`src/design/cia_pkg.sv`:
```
`default_nettype none

package cia_pkg;

    // Operand and result width.
    localparam int unsigned IntWidth = 32;

    // Operation codes.
    typedef enum logic [3:0] {
        OP_ADD = 4'd0,
        OP_SUB = 4'd1,
        OP_MUL = 4'd2,
        OP_DIV = 4'd3,
        OP_MOD = 4'd4,
        OP_NEG = 4'd5,
        OP_AND = 4'd6,
        OP_OR  = 4'd7,
        OP_XOR = 4'd8,
        OP_NOT = 4'd9,
        OP_LE  = 4'd10,
        OP_LT  = 4'd11,
        OP_GE  = 4'd12,
        OP_GT  = 4'd13,
        OP_EQ  = 4'd14,
        OP_NE  = 4'd15
    } t_op;

    // Result status codes.
    typedef enum logic [1:0] {
        ST_OK   = 2'd0,
        ST_OVF  = 2'd1,
        ST_DIV0 = 2'd2
    } t_status;

    // Per-item control and early results that travel beside the divider.
    typedef struct packed {
        logic                  valid;
        t_op                   op;
        logic [IntWidth-1:0]   sval;
        t_status               sst;
        logic                  neg;
        logic                  rsign;
        t_status               dst;
    } t_ctl;

endpackage

`default_nettype wire

```
`src/design/cia_divider.sv`:
```
`default_nettype none

module cia_divider (
    input  wire logic                          i_clk,
    input  wire logic                          i_adv,
    input  wire logic [cia_pkg::IntWidth-1:0]  i_dividend,
    input  wire logic [cia_pkg::IntWidth-1:0]  i_divisor,
    output logic      [cia_pkg::IntWidth-1:0]  o_quot,
    output logic      [cia_pkg::IntWidth-1:0]  o_rem
);

    localparam int unsigned W = cia_pkg::IntWidth;

    logic [W-1:0] r_dvd [W];
    logic [W-1:0] r_rem [W];
    logic [W-1:0] r_dvs [W];

    // One restoring division step per stage, quotient bits shift into the dividend.
    for (genvar k = 0; k < W; k++) begin : g_stage
        logic [W-1:0] p_dvd;
        logic [W-1:0] p_rem;
        logic [W-1:0] p_dvs;
        logic [W:0]   sh;
        logic [W:0]   diff;
        logic         take;

        if (k == 0) begin : g_first
            assign p_dvd = i_dividend;
            assign p_rem = '0;
            assign p_dvs = i_divisor;
        end else begin : g_next
            assign p_dvd = r_dvd[k-1];
            assign p_rem = r_rem[k-1];
            assign p_dvs = r_dvs[k-1];
        end

        assign sh   = {p_rem, p_dvd[W-1]};
        assign diff = sh - {1'b0, p_dvs};
        assign take = (sh >= {1'b0, p_dvs});

        always_ff @(posedge i_clk) begin
            if (i_adv) begin
                r_dvd[k] <= {p_dvd[W-2:0], take};
                r_rem[k] <= take ? diff[W-1:0] : sh[W-1:0];
                r_dvs[k] <= p_dvs;
            end
        end
    end

    assign o_quot = r_dvd[W-1];
    assign o_rem  = r_rem[W-1];

endmodule

`default_nettype wire

```
`config.mk`:
```
export PLATFORM = sky130hd
export DESIGN_NAME = cia_divider
export DESIGN_NICKNAME = d
export VERILOG_FILES = /design/src/design/cia_pkg.sv /design/src/design/cia_divider.sv
export SDC_FILE = /design/constraint.sdc
export NUM_CORES = 2
export LEC_CHECK = 0
export BUFFER_PORTS_ARGS = -buffer_cell sky130_fd_sc_hd__buf_2
export CORE_MARGIN = 2
export CORE_UTILIZATION = 50
export DETAILED_ROUTE_END_ITERATION = 16
export PLACE_DENSITY = 0.73
export SLEW_MARGIN = 10
export SYNTH_ARGS = -nofsm -noshare
export SYNTH_HDL_FRONTEND = slang
export SYNTH_SLANG_ARGS = --single-unit
```
`constraint.sdc`:
```
create_clock -name i_clk -period 9 [get_ports i_clk]
set_clock_uncertainty 0.2 [all_clocks]
set_input_delay 1.8 -clock i_clk [delete_from_list [all_inputs] [get_ports i_clk]]
set_output_delay 1.8 -clock i_clk [all_outputs]
set_load 0.03 [all_outputs]
```
==> results_tabular.tex <==
\begin{tabular}{lr}
\hline
Metric & Value \\
\hline
\multicolumn{2}{l}{\textbf{Worst setup path}} \\
Kind of critical path & reg2reg \\
Timing startpoint of the critical path & r\_dvs[29][1] \\
Biggest fanout along the worst timing path & 39 \\
R2R Setup Slk & 4.12 ns \\
Critical Path End & r\_rem[30][4] \\
Category of the worst setup path capture point & flop \\
Reg2Reg Launch Point & r\_dvs[29][1] \\
CP Data Arrival Time & 5.32 ns \\
Startpoint kind of the worst setup timing path & flop \\
Register-to-Register Path Depth & 13 \\
End of the worst register-to-register path & r\_rem[30][4] \\
Required time of the worst setup path & 9.45 ns \\
\multicolumn{2}{l}{\textbf{Power and ir drop}} \\
Max rail drop VDD & 0.000278 V \\
Total leakage power & 68.8 nW \\
Power density over the cells & 362 nW/um2 \\
Total design power & 0.0621 W \\
\multicolumn{2}{l}{\textbf{STA}} \\
Final hold violation count & 0 \\
Pins over their slew limit & 0 \\
Finish-stage setup viols & 0 \\
Unrepaired setup endpoints after global routing & false \\
Transition time at the pin with the least slew margin & 1.36 ns \\
Relative max-transition margin & 9.37\% \\
Final Worst Setup Slack & 4.12 ns \\
Period minus WS final & 4.88 ns \\
Total Negative Setup Slacks & 0 ns \\
Ratio of final minimum period to clock period & 54.2\% \\
Fmax & 205 MHz \\
\multicolumn{2}{l}{\textbf{Yosys}} \\
Simple-Gate Fraction of Synth Area & 7.73\% \\
Prevailing post-synth register cell & edfxtp\_1 \\
Post-synthesis share of cell area spent on xor and xnor gates & 4.77\% \\
Share of flip-flops with an asynchronous set or reset & 0\% \\
Synthesis Warnings & 0 \\
Number of synthesized flops with an enable pin & 3040 \\
Mux share of post-synthesis cell area & 3.58\% \\
Library cells used by synthesis & 92 \\
Dominant combinational cell family by area after synthesis & compound AO/OA/AOI/OAI gates \\
Post-Synthesis Cells & 12700 \\
Nets in the synthesized netlist & 13800 \\
Per-instance average area after synthesis & 12.2 um2 \\
Syn Std Cell Area & 155000 um2 \\
Synth Area in Compound Gates & 13.0\% \\
Adder and majority cell fraction of the synthesized area & 8.40\% \\
Count of state elements after synthesis & 3040 \\
Fraction of the yosys area taken by sequential cells & 58.7\% \\
\multicolumn{2}{l}{\textbf{Routing}} \\
DRC errors left & 0 \\
Count of TritonRoute iterations in the first routing pass & 6 \\
First DRT Iteration DRCs & 7568 \\
Via density per instance & 5.57 \\
Routed wire length & 328 mm \\
Antenna Nets Post-Route & 0 \\
Vias after detailed routing & 96500 \\
Final routed wire length divided by cell count & 18.9 um \\
\multicolumn{2}{l}{\textbf{GRT}} \\
Pin count of the biggest net entering global routing & 202 \\
Vias in the first global route & 92300 \\
Met1 Usage GRT & 26.0\% \\
Highest-utilization routing layer at the global route stage & met2 \\
Met2 Resource Use GR & 35.0\% \\
Number of antenna violations at the first check in global routing & 3 \\
Wire length of the first global-routing pass & 509 mm \\
Routing usage on met3 & 2.18\% \\
Total global routing overflow & 0 \\
Overall Global Routing Usage & 20.2\% \\
\multicolumn{2}{l}{\textbf{Layout}} \\
Share of cells above drive strength 1 & 9.20\% \\
Final cell utilization of the core & 55.5\% \\
Nets & 14000 \\
Synth-to-Final Area Change & 10.4\% \\
\multicolumn{2}{l}{\textbf{CTS}} \\
Number of buffers on the longest clock path & 4 \\
H-tree lvl count & 5 \\
CTS tree & built \\
Later-pin clock latency in the skew report & 0.91 ns \\
Hold-fix buffers at CTS & 0 \\
Sink count of the clock tree & 3040 \\
Setup Buffers After CTS & 0 \\
Clock slew seen by the registers of the worst setup and hold paths & 0.07 ns \\
Clock buffers created by TritonCTS & 328 \\
Post-CTS resize count & 0 \\
Root cell of the clock tree & clkbuf\_16 \\
\multicolumn{2}{l}{\textbf{Floorplan}} \\
Placeable core region & 309000 um2 \\
Die Area & 315000 um2 \\
Number of rows in the core area & 204 \\
Die H & 562 um \\
Starting utilization of the core area & 50.3\% \\
Floorplan die width & 562 um \\
I/O pin count & 130 \\
\multicolumn{2}{l}{\textbf{Place}} \\
Detailed placement HPWL & 238 mm \\
Number of port buffers & 129 \\
Post-placement setup slack & 3.97 ns \\
Final weighted congestion in routability-driven placement & 0.944 \\
\multicolumn{2}{l}{\textbf{Job}} \\
Reported max-cap violation count & 0 \\
\multicolumn{2}{l}{\textbf{Min path}} \\
Min-Delay Path Class & reg2reg \\
Origin of the worst min-delay path & r\_dvd[30][11] \\
\multicolumn{2}{l}{\textbf{Outcome}} \\
Status & complete, no violations \\
\hline
\end{tabular}
[through the flow]
step | instance area [um2] | std cells | hold slack (ns)
finish | 172000 | 17300 | 0.194
global route | 172000 | 17300 | 0.208
CTS | 172000 | 17300 | 0.180
detailed placement | 161000 | 16700 | 0.205
global placement | 161000 | 16700 | 0.200
floorplan | 155000 | 12700 | 0.200
[final cells by class]
type / instances / area (um2)
clock inverter: 210 / 2060
multi-input combinational: 8103 / 58400
clock buffer: 386 / 8550
tap: 4120 / 5150
inverter: 1253 / 4700
antenna: 3 / 7.51
fill: 25300 / 138000
sequential: 3040 / 91300
timing repair buffer: 199 / 1350
[layer usage]
metal,vias up,wire [um]
li1,47300,-
met1,46200,139000
met2,2286,161000
met3,669,14000
met4,0,13600
met5,-,0
[worst min path at each step]
stage	end	slack [ns]	depth (start not counted)
2_1_floorplan	r_dvd[10][10]	0.20	0
3_3_place_gp	r_dvd[5][15]	0.20	0
3_5_place_dp	r_dvd[10][12]	0.20	0
4_1_cts	r_dvd[31][12]	0.18	0
5_1_grt	r_dvd[31][12]	0.21	0
6_report	r_dvd[31][12]	0.19	0
[state kept, by name, indices dropped and copies added, names as in the netlist]
name,cells
r_dvd,1024
r_rem,1024
r_dvs,992
[cell usage after synthesis, types with 30 or more instances]
master,number,area (um2)
edfxtp_1,3040,91300
inv_1,1253,4700
ha_1,994,12400
a21oi_1,979,4900
nand2_1,825,3100
o21ai_0,754,3770
nor2_1,596,2240
a21o_1,585,4390
xnor2_1,502,4400
mux2_2,432,4860
xor2_1,345,3020
clkbuf_1,237,890
nand3_1,197,986
nand4_1,168,1050
nor2b_1,164,1030
nor3_1,127,636
nand2b_1,118,738
a31oi_1,112,701
o21a_1,110,826
and3_1,100,626
o21bai_1,99,743
a211oi_1,74,556
o31ai_1,56,420
a21boi_0,55,413
buf_2,51,255
o211ai_1,41,308
and2_1,40,250
mux2i_1,40,400
nor4_1,37,231
fa_1,31,621
or2_2,30,188
[layout by cell type, fill, tap and decap left out, types with 99 or more instances in the layout]
cell / netlist / final
and3_1: 100 / 100
nand3_1: 197 / 197
xor2_1: 345 / 345
inv_1: 1253 / 1253
o21ai_0: 754 / 754
nand2_1: 825 / 824
a31oi_1: 112 / 111
nor2_1: 596 / 596
xnor2_1: 502 / 502
o21bai_1: 99 / 99
buf_2: 51 / 128
a21oi_1: 979 / 976
nand4_1: 168 / 168
edfxtp_1: 3040 / 3040
mux2_2: 432 / 432
a21o_1: 585 / 585
o21a_1: 110 / 110
ha_1: 994 / 994
nor2b_1: 164 / 164
nand2b_1: 118 / 118
clkbuf_16: 0 / 334
nor3_1: 127 / 126
[where the power goes]
part / leakage [nW] / total, W / switching (W) / internal (W)
combinational: 33.9 / 0.0263 / 0.0147 / 0.0116
clock: 5.15 / 0.0133 / 0.00559 / 0.00772
sequential: 29.7 / 0.0226 / 0.00216 / 0.0204
[cells by family (layout without fill, tap and decap cells)]
group,after synthesis,count (layout)
xor+xnor,847,847
other cells,0,3
mux,498,498
simple gates,2524,2524
compound gates,3209,3209
fa+ha+maj,1025,1025
buf+inv,1555,2048
flops,3040,3040
[worst max-delay path: stages (launching register included)]
cell      delay (ns)
edfxtp_1        0.44
inv_1           0.08
ha_1            0.23
nor2b_1         0.14
o31a_1          0.26
o21ai_1         0.21
a21oi_1         0.18
a211oi_1        0.54
o21ai_1         0.28
a31o_2          0.33
a41o_1          0.32
a41oi_4         0.55
buf_4           0.45
mux2_2          0.38
(Power assumes the default switching activity.)
